[src/hdl/scl_pkg.sv]
// Shared types and codes for the sector cache tag controller.
// No dependencies; used by scl_front, scl_cmd_fifo, scl_back, the top level and scl_checker.
`timescale 1ns / 1ps

package scl_pkg;

    localparam int SECTOR_W = 32;
    localparam int ENTRY_W  = 6;

    // Request operation codes
    localparam logic [2:0] OP_ACQUIRE = 3'd0;
    localparam logic [2:0] OP_RELEASE = 3'd1;
    localparam logic [2:0] OP_CLAIM   = 3'd2;
    localparam logic [2:0] OP_FINISH  = 3'd3;
    localparam logic [2:0] OP_EVDONE  = 3'd4;

    // Response status codes
    localparam logic [3:0] STS_HIT        = 4'd0;
    localparam logic [3:0] STS_MISS_CLEAN = 4'd1;
    localparam logic [3:0] STS_MISS_DIRTY = 4'd2;
    localparam logic [3:0] STS_BUSY       = 4'd3;
    localparam logic [3:0] STS_EVICTING   = 4'd4;
    localparam logic [3:0] STS_NONE_FREE  = 4'd5;
    localparam logic [3:0] STS_DONE       = 4'd6;
    localparam logic [3:0] STS_CLAIMED    = 4'd7;
    localparam logic [3:0] STS_NONE_DIRTY = 4'd8;
    localparam logic [3:0] STS_ERROR      = 4'd9;

    localparam int QUEUE_DEPTH = 2;
    localparam int QUEUE_AW    = $clog2(QUEUE_DEPTH);

    typedef struct packed {
        logic [2:0]          operation;
        logic [SECTOR_W-1:0] sector;
        logic                is_meta;
        logic [ENTRY_W-1:0]  entry;
        logic                dirty;
    } req_t;

    typedef struct packed {
        logic [3:0]          status;
        logic [ENTRY_W-1:0]  entry_index;
        logic [SECTOR_W-1:0] writeback_sector;
    } rsp_t;

    typedef enum logic [2:0] {
        CMD_ACQUIRE,
        CMD_RELEASE,
        CMD_CLAIM,
        CMD_FINISH,
        CMD_EVDONE,
        CMD_ERROR
    } cmd_kind_t;

    typedef struct packed {
        cmd_kind_t           kind;
        logic [SECTOR_W-1:0] sector;
        logic                is_meta;
        logic [ENTRY_W-1:0]  entry;
        logic                dirty;
    } cmd_t;

    typedef struct packed {
        logic full;
        logic empty;
    } queue_status_t;

endpackage

[src/hdl/scl_cmd_fifo.sv]
// Short command queue between the front end and the back end.
// Depends on scl_pkg.
`timescale 1ns / 1ps

module scl_cmd_fifo (
    input  logic                   clk,
    input  logic                   rst_n,
    input  logic                   push,
    input  scl_pkg::cmd_t          push_cmd,
    input  logic                   pop,
    output scl_pkg::cmd_t          pop_cmd,
    output scl_pkg::queue_status_t q_status
);

    localparam int CW = $clog2(scl_pkg::QUEUE_DEPTH + 1);

    scl_pkg::cmd_t                 mem_reg [scl_pkg::QUEUE_DEPTH];
    logic [scl_pkg::QUEUE_AW-1:0]  wr_ptr_reg;
    logic [scl_pkg::QUEUE_AW-1:0]  rd_ptr_reg;
    logic [CW-1:0]                 count_reg;

    assign q_status.full  = (count_reg == CW'(scl_pkg::QUEUE_DEPTH));
    assign q_status.empty = (count_reg == '0);
    assign pop_cmd        = mem_reg[rd_ptr_reg];

    // Store pushed beats
    always_ff @(posedge clk)
    begin
        if (push)
        begin
            mem_reg[wr_ptr_reg] <= push_cmd;
        end
    end

    // Advance pointers and occupancy
    always_ff @(posedge clk or negedge rst_n)
    begin
        if (!rst_n)
        begin
            wr_ptr_reg <= '0;
            rd_ptr_reg <= '0;
            count_reg  <= '0;
        end
        else
        begin
            if (push)
            begin
                wr_ptr_reg <= wr_ptr_reg + 1'b1;
            end
            if (pop)
            begin
                rd_ptr_reg <= rd_ptr_reg + 1'b1;
            end
            if (push && !pop)
            begin
                count_reg <= count_reg + 1'b1;
            end
            else if (pop && !push)
            begin
                count_reg <= count_reg - 1'b1;
            end
        end
    end

endmodule

[config.mk]
export PLATFORM = sky130hd
export DESIGN_NAME = scl_cmd_fifo
export DESIGN_NICKNAME = d
export VERILOG_FILES = /design/src/hdl/scl_pkg.sv /design/src/hdl/scl_cmd_fifo.sv
export SDC_FILE = /design/constraint.sdc
export NUM_CORES = 1
export LEC_CHECK = 0
export ABC_AREA = 1
export BUFFER_PORTS_ARGS = -buffer_cell sky130_fd_sc_hd__buf_2
export CAP_MARGIN = 20
export CORE_ASPECT_RATIO = 2
export CORE_MARGIN = 1
export CORE_UTILIZATION = 30
export CTS_CLUSTER_DIAMETER = 30
export CTS_CLUSTER_SIZE = 25
export DETAILED_ROUTE_END_ITERATION = 12
export SYNTH_ARGS = -nofsm -noshare
export SYNTH_HDL_FRONTEND = slang
export SYNTH_SLANG_ARGS = --single-unit
export TNS_END_PERCENT = 30
[constraint.sdc]
create_clock -name clk -period 3.3 [get_ports clk]
set_input_delay 0.33 -clock clk [delete_from_list [all_inputs] [get_ports clk]]
set_output_delay 0.33 -clock clk [all_outputs]
set_load 0.01 [all_outputs]
==> metrics <==
status=finished, final reports clean; Final Hold Viols=0; Clock Tree Root=clkbuf_16; row cnt=55; Hold Path Class=input pin to flip-flop; residual DRC count=0; chip height=155 um; clock sinks=90; synthesis-to-finish area growth=25.3%; final core utilization=38.7%; final period utilization=69.5%; syn nets=207; Peak VDD IR=0.380 mV; Overflow after GRT=0; cell area after layout=4400 sq um; #FFs+latches synth=90; Detail Placement HPWL=4.10 mm; max FFs per register=86; Post-Syn Area=3510 sq um; vias in the first global route=1,818; PD cells=847 nW/um^2; initial cell density of the core=30.9%; Die X=78.5 um; port bufs=91; most common cell in the netlist=edfxtp_1; Yosys top cell area share=73.6%; P_leak=1.79 nW; setup ws final=1.01 ns; fmax=436 MHz; Post-synth ARST share=4.44%; synth warn=0; total track usage=10.4%; die area=12,200 sq um; max-slew violations=0; crit start category=flip-flop; worst slew pin tran=0.952 ns; DR WL/cell=14.6 um; post-layout minimum cycle time=2.29 ns; Yosys top cell by area=edfxtp_1; Avg Inst Size Synth=22.1 sq um; DR iter-0 viols=62; DRT Pass-1 Iters=4; layout cells sized above 1=58.5%; # IOs=92; first-pass GRT wire length=8.86 mm; Synth Flop Type=edfxtp_1; Crit Path Class=flip-flop to output port; synth unique cells=14; EDFF count, synth=86; Vias/cell=4.18; clock tree buffer depth=2; GP Congestion=0.681; Cells after Synth=159; largest net degree at the start of global routing=44; drt total wl=5.96 mm; Worst EP arrival=1.96 ns; unrepaired setup endpoints after global routing=false; Synth area leaders=edfxtp_1 (74%), mux2_4 (17%), dfrtp_1 (2.9%); sequential area share after synthesis=76.4%; core area=11,400 sq um; TritonCTS clock tree=built; Crit Path Max Fanout=23; Worst EP required=2.97 ns; via count=1,711; Post-DRT Antenna Nets=0; most frequent cells after synthesis=edfxtp_1 (86), mux2_4 (39), inv_1 (7); placed cell areas=4100 sq um; CTS clock-pin slew for the worst setup and hold paths=0.06 ns; Worst Skew=0.00456 ns; TNS Setup=0 ns; clock latency on the worst-skew pair=0.34 ns; worst slack, placed=1.32 ns; Final setup viols=0; Nets=308; Critical Path End Type=output port; Num CTS Buffers=9; CTS HTree Levels=3; Rel. slew slack=36.4%; initial antenna violation count=2; number of max-cap violations=0; postcts setup bufs=0
==> worst max-delay path, cell delays in order (launching register included) <==
cell,delay [ns]
dfrtp_2,0.83
buf_12,0.29
mux2_2,0.35
buf_2,0.14
==> cell families (layout without fill, tap and decap cells) <==
logic type               Yosys count  after routing  synth area share (%)
flip-flops                        90             90                  76.4
other                              0              2                     0
adder cells (fa/ha/maj)            1              1                 0.356
XOR/XNOR                           3              3                 0.749
buffers and inverters             12            118                  3.35
multiplexers                      43             43                  18.0
AND/OR/NAND/NOR                   10             10                  1.18
==> cell type report <==
cell class	instances	area (sq um)
Antenna cell	2	5.00
Clock buffer	10	229
Clock inverter	6	57.6
Fill cell	1086	6960
Inverter	7	26.3
Multi-Input combinational cell	57	718
Sequential cell	90	2680
Tap cell	142	178
Timing Repair Buffer	95	500
==> final timing paths <==
check	cells past startpoint	slack, ns	start	to
setup / recovery	3	1.01	rd_ptr_reg	pop_cmd[27]
hold / removal	1	0.18	push_cmd[30]	mem_reg[0][30]
setup reg to reg	2	1.54	wr_ptr_reg	mem_reg[0][14]
hold reg to reg	2	0.51	count_reg[1]	count_reg[1]
max in group asynchronous	2	2.84	rst_n	rd_ptr_reg
min in group asynchronous	2	0.32	rst_n	count_reg[1]
==> layer usage <==
metal	GRT usage, %	part of all wire, %
met2	20.0	59
met1	8.06	31
met3	4.11	5.8
met4	7.23	3.4
met5	0	0
==> where the power goes <==
| group | total [mW] | internal, mW | switching (mW) | leakage, nW |
|---|---|---|---|---|
| combinational | 1.09 | 0.592 | 0.495 | 0.796 |
| sequential | 1.66 | 1.52 | 0.142 | 0.853 |
| clock | 0.975 | 0.581 | 0.394 | 0.142 |
==> metrics by stage <==
step	instances	hold slack [ns]	total power [mW]
2_1_floorplan	159	0.0344	2.50
3_3_place_gp	390	0.147	2.78
3_5_place_dp	390	0.145	2.81
4_1_cts	407	0.163	3.79
5_1_grt	407	0.158	3.91
6_report	409	0.177	3.73
==> layout by cell type (no fill, tap or decap), drive strengths merged <==
cell type     n
buf          94
edfxtp       86
mux2         43
clkbuf       10
inv           7
nand2         5
clkinv        4
dfrtp         4
nor2          3
diode         2
xor2          2
xnor2         1
nand3         1
nand4         1
ha            1
clkinvlp      1
bufinv        1
dlygate4sd3   1
==> timing repair <==
item                                   4_1_cts  5_1_grt
resized for setup                            0        0
endpoints found under the hold margin        4        0
hold buffers                                 1        0
(Power assumes the default switching activity.)
