[src/hdl/scl_pkg.sv]
// Shared types and codes for the sector cache tag controller.
// No dependencies; used by scl_front, scl_cmd_fifo, scl_back, the top level and scl_checker.
`timescale 1ns / 1ps

package scl_pkg;

    localparam int SECTOR_W = 32;
    localparam int ENTRY_W  = 6;

    // Request operation codes
    localparam logic [2:0] OP_ACQUIRE = 3'd0;
    localparam logic [2:0] OP_RELEASE = 3'd1;
    localparam logic [2:0] OP_CLAIM   = 3'd2;
    localparam logic [2:0] OP_FINISH  = 3'd3;
    localparam logic [2:0] OP_EVDONE  = 3'd4;

    // Response status codes
    localparam logic [3:0] STS_HIT        = 4'd0;
    localparam logic [3:0] STS_MISS_CLEAN = 4'd1;
    localparam logic [3:0] STS_MISS_DIRTY = 4'd2;
    localparam logic [3:0] STS_BUSY       = 4'd3;
    localparam logic [3:0] STS_EVICTING   = 4'd4;
    localparam logic [3:0] STS_NONE_FREE  = 4'd5;
    localparam logic [3:0] STS_DONE       = 4'd6;
    localparam logic [3:0] STS_CLAIMED    = 4'd7;
    localparam logic [3:0] STS_NONE_DIRTY = 4'd8;
    localparam logic [3:0] STS_ERROR      = 4'd9;

    localparam int QUEUE_DEPTH = 2;
    localparam int QUEUE_AW    = $clog2(QUEUE_DEPTH);

    typedef struct packed {
        logic [2:0]          operation;
        logic [SECTOR_W-1:0] sector;
        logic                is_meta;
        logic [ENTRY_W-1:0]  entry;
        logic                dirty;
    } req_t;

    typedef struct packed {
        logic [3:0]          status;
        logic [ENTRY_W-1:0]  entry_index;
        logic [SECTOR_W-1:0] writeback_sector;
    } rsp_t;

    typedef enum logic [2:0] {
        CMD_ACQUIRE,
        CMD_RELEASE,
        CMD_CLAIM,
        CMD_FINISH,
        CMD_EVDONE,
        CMD_ERROR
    } cmd_kind_t;

    typedef struct packed {
        cmd_kind_t           kind;
        logic [SECTOR_W-1:0] sector;
        logic                is_meta;
        logic [ENTRY_W-1:0]  entry;
        logic                dirty;
    } cmd_t;

    typedef struct packed {
        logic full;
        logic empty;
    } queue_status_t;

endpackage

[src/hdl/scl_front.sv]
// Front end: accepts request beats and classifies them into commands.
// Depends on scl_pkg.
`timescale 1ns / 1ps

module scl_front #(
    parameter int ENTRIES     = 64,
    parameter int SECTOR_BITS = 32
) (
    input  logic                  req_valid,
    output logic                  req_ready,
    input  scl_pkg::req_t         req,
    input  scl_pkg::queue_status_t q_status,
    output logic                  push,
    output scl_pkg::cmd_t         push_cmd
);

    localparam logic [8:0] ENT_LIMIT = 9'(ENTRIES);

    logic [SECTOR_BITS-1:0] sec_masked;
    logic                   bad_sector;
    logic                   entry_ok;

    // Take a beat whenever the queue has room
    assign req_ready = !q_status.full;
    assign push      = req_valid && req_ready;

    assign sec_masked = SECTOR_BITS'(req.sector);
    assign bad_sector = &sec_masked;
    assign entry_ok   = ({3'b000, req.entry} < ENT_LIMIT);

    // Classify the request; flag malformed ones here
    always_comb
    begin
        push_cmd.sector  = req.sector;
        push_cmd.is_meta = req.is_meta;
        push_cmd.entry   = req.entry;
        push_cmd.dirty   = req.dirty;
        unique case (req.operation)
            scl_pkg::OP_ACQUIRE:
                push_cmd.kind = bad_sector ? scl_pkg::CMD_ERROR : scl_pkg::CMD_ACQUIRE;
            scl_pkg::OP_CLAIM:
                push_cmd.kind = scl_pkg::CMD_CLAIM;
            scl_pkg::OP_RELEASE:
                push_cmd.kind = entry_ok ? scl_pkg::CMD_RELEASE : scl_pkg::CMD_ERROR;
            scl_pkg::OP_FINISH:
                push_cmd.kind = entry_ok ? scl_pkg::CMD_FINISH : scl_pkg::CMD_ERROR;
            scl_pkg::OP_EVDONE:
                push_cmd.kind = entry_ok ? scl_pkg::CMD_EVDONE : scl_pkg::CMD_ERROR;
            default:
                push_cmd.kind = scl_pkg::CMD_ERROR;
        endcase
    end

endmodule

[config.mk]
export PLATFORM = sky130hd
export DESIGN_NAME = scl_front
export DESIGN_NICKNAME = d
export VERILOG_FILES = /design/src/hdl/scl_pkg.sv /design/src/hdl/scl_front.sv
export SDC_FILE = /design/constraint.sdc
export NUM_CORES = 1
export LEC_CHECK = 0
export ABC_AREA = 1
export BUFFER_PORTS_ARGS = -buffer_cell sky130_fd_sc_hd__buf_4
export CORE_MARGIN = 2
export CORE_UTILIZATION = 29
export DETAILED_ROUTE_END_ITERATION = 10
export GPL_TIMING_DRIVEN = 0
export PLACE_DENSITY = 0.92
export SYNTH_ARGS = -nofsm -noshare
export SYNTH_HDL_FRONTEND = slang
export SYNTH_SLANG_ARGS = --single-unit
[constraint.sdc]
create_clock -name vclk -period 2.38
set_clock_uncertainty 0.1 [all_clocks]
set_input_delay 0.714 -clock vclk [all_inputs]
set_output_delay 0.714 -clock vclk [all_outputs]
set_load 0.05 [all_outputs]
==> summary.md <==
| Metric | Value |
|---|---|
| Run status | `finished clean` |
| WP data required | `1570 ps` |
| Fmax | `441.1 MHz` |
| DIE HEIGHT | `44.28 um` |
| Tcrit/Tclk final | `0.9525` |
| Post-cts sizing count | `0` |
| Via-per-instance ratio | `3.978` |
| Post-synth top area cell | `buf_4` |
| Arr. time, crit path | `1450 ps` |
| CP Class | `in -> out` |
| Kind of cell adding the most delay to the critical path | `simple AND/OR/NAND/NOR gates` |
| Via count | `720` |
| Min-Delay Endpoint | `push_cmd[4]` |
| Switching share of total power | `0.5850` |
| Fraction of layout cells with a size suffix above 1 | `0.7515` |
| # DRC | `0` |
| Worst setup EP type | `primary output` |
| Crit-path slowest cell | `buf_4` |
| Total routed wirelength | `1.551 mm` |
| Synth Area per Inst | `5.668 um^2` |
| Reg power frac | `0` |
| WL/cell | `8.569 um` |
| Post-DP HPWL | `1.463 mm` |
| Core area | `0.001506 mm^2` |
| Overall Power | `0.3241 mW` |
| Sum of negative setup slack | `0 ps` |
| I/O Buffers | `82` |
| Width of the die | `44.28 um` |
| # rows | `14` |
| Main area contributors after synthesis | `buf_4 64%, nand2_1 18%, nor2_1 9.6%` |
| Initial Util | `0.3123` |
| Slowest stage delay, CP | `190 ps` |
| ANT nets after route | `0` |
| Non-Filler Instances | `181` |
| Drt initial violations | `2` |
| Nets | `213` |
| Initial antenna violation count | `0` |
| Antenna cell count | `0` |
| Placer congestion estimate | `0.7200` |
| LEAKAGE | `0.6717 nW` |
| Final Slew Violations | `0` |
| Synth Instances | `83` |
| Fin. Hold Viols | `0` |
| Cell internal pwr | `0.1345 mW` |
| Most frequent cell after synthesis | `buf_4` |
| Most used cell, CP | `nand2_1` |
| Slew HR | `0.9000` |
| Postcts setup bufs | `0` |
| First-pass GRT wire length | `2.270 mm` |
| DIE AREA | `0.001960 mm^2` |
| Post-route cell area | `0.001106 mm^2` |
| Worst hold path type | `in -> out` |
| Max-cap viol count | `0` |
| Gr ovfl total | `0` |
| # hold bufs at CTS | `0` |
| Final hold slack | `1583 ps` |
| Combinational power share | `1.000` |
| Ports | `91` |
| Area taken by flip-flops and latches | `0 um^2` |
| Synth Cell Area | `470.5 um^2` |
| Filler cells | `134` |
| Post-Syn Nets | `129` |
| Hold_sp | `req[4]` |
| Area delta synth->final | `135.1%` |
| Worst path bufs/invs | `2` |
| Final worst slack | `112.9 ps` |
| GRT Util Overall | `0.1423` |
| DRT Pass-1 Iters | `4` |
| Dpl ws | `106.0 ps` |
| Power density cells | `293.0 mW/mm^2` |
| Clock buffers | `0` |
| Seq/Total Area, Yosys | `0` |
| Slew at the pin closest to its max-slew limit | `151.3 ps` |
| Cells along the critical path | `buf_4 -> nand2_1 -> nor2_1 -> nand2_1 -> nor2_2 -> nand3_1 -> nand2_1 -> buf_4` |
| Post-synth top cells | `40 x buf_4, 22 x nand2_1, 12 x nor2_1, 4 x inv_1` |
| RSZ-0062 raised after global routing | `no` |
| Area of the multi-input gates | `155.1 um^2` |
| IR drop worst, VDD | `225.4 uV` |
| Largest net degree at the start of global routing | `5` |
| Dpl cell area | `0.001106 mm^2` |
| Share of the synthesized area in the top cell type | `0.6383` |
| Startpoint types | `input pin` |
| Placed insts | `181` |
| Setup violation total in the final timing report | `0` |
| Post-route minimum period | `2267 ps` |
| Max Fanout on Critical Path | `2` |
| Vias in the first global route | `644` |
| Clock Power Share | `0` |
| Synthesis warning total | `0` |
| Synth unique cells | `7` |
| Sw Pwr | `0.1896 mW` |
| Fin util | `0.7342` |
| Hold Path Cell Cnt | `2` |
| Sequential cell count | `0` |
worst max-delay path by stage:
| stage | start | end | depth (start not counted) |
|---|---|---|---|
| 6_report | req[28] | push_cmd[40] | 8 |
| 5_1_grt | req[24] | push_cmd[42] | 8 |
| 4_1_cts | req[28] | push_cmd[40] | 8 |
| 3_5_place_dp | req[28] | push_cmd[40] | 8 |
| 3_3_place_gp | req[8] | push_cmd[42] | 8 |
| 2_1_floorplan | req[8] | push_cmd[40] | 6 |
cell families after synthesis:
logic type | synth area share
compound gates | 0.01063
buf+inv | 0.6702
simple gates | 0.3191
power groups by stage:
stage                     Sequential, mW  Combinational, mW  Clock (mW)
after floorplan                        0              0.210           0
after global placement                 0              0.322           0
after detailed placement               0              0.326           0
after CTS                              0              0.327           0
after global routing                   0              0.338           0
final                                  0              0.324           0
cell usage in the layout, fill, tap and decap left out:
cell	n
buf_4	122
nand2_1	22
nor2_1	12
inv_1	4
nor2_2	2
nand3_1	2
a21oi_1	1
area by class of cell:
| type | instances | share of cell area |
|---|---|---|
| multi-input combinational | 39 | 0.1403 |
| timing repair buffer | 82 | 0.5566 |
| inverter | 4 | 0.01357 |
| tap | 16 | 0.01810 |
| buffer | 40 | 0.2715 |
per-layer routing:
metal,global-route usage,share of wire,vias to the layer above
li1,-,-,373
met5,0,0,-
met2,0.3029,0.54,51
met1,0.1488,0.32,296
met4,0.01212,0,0
met3,0.01633,0.14,0
Note: power is estimated with default switching activity, not from simulation.
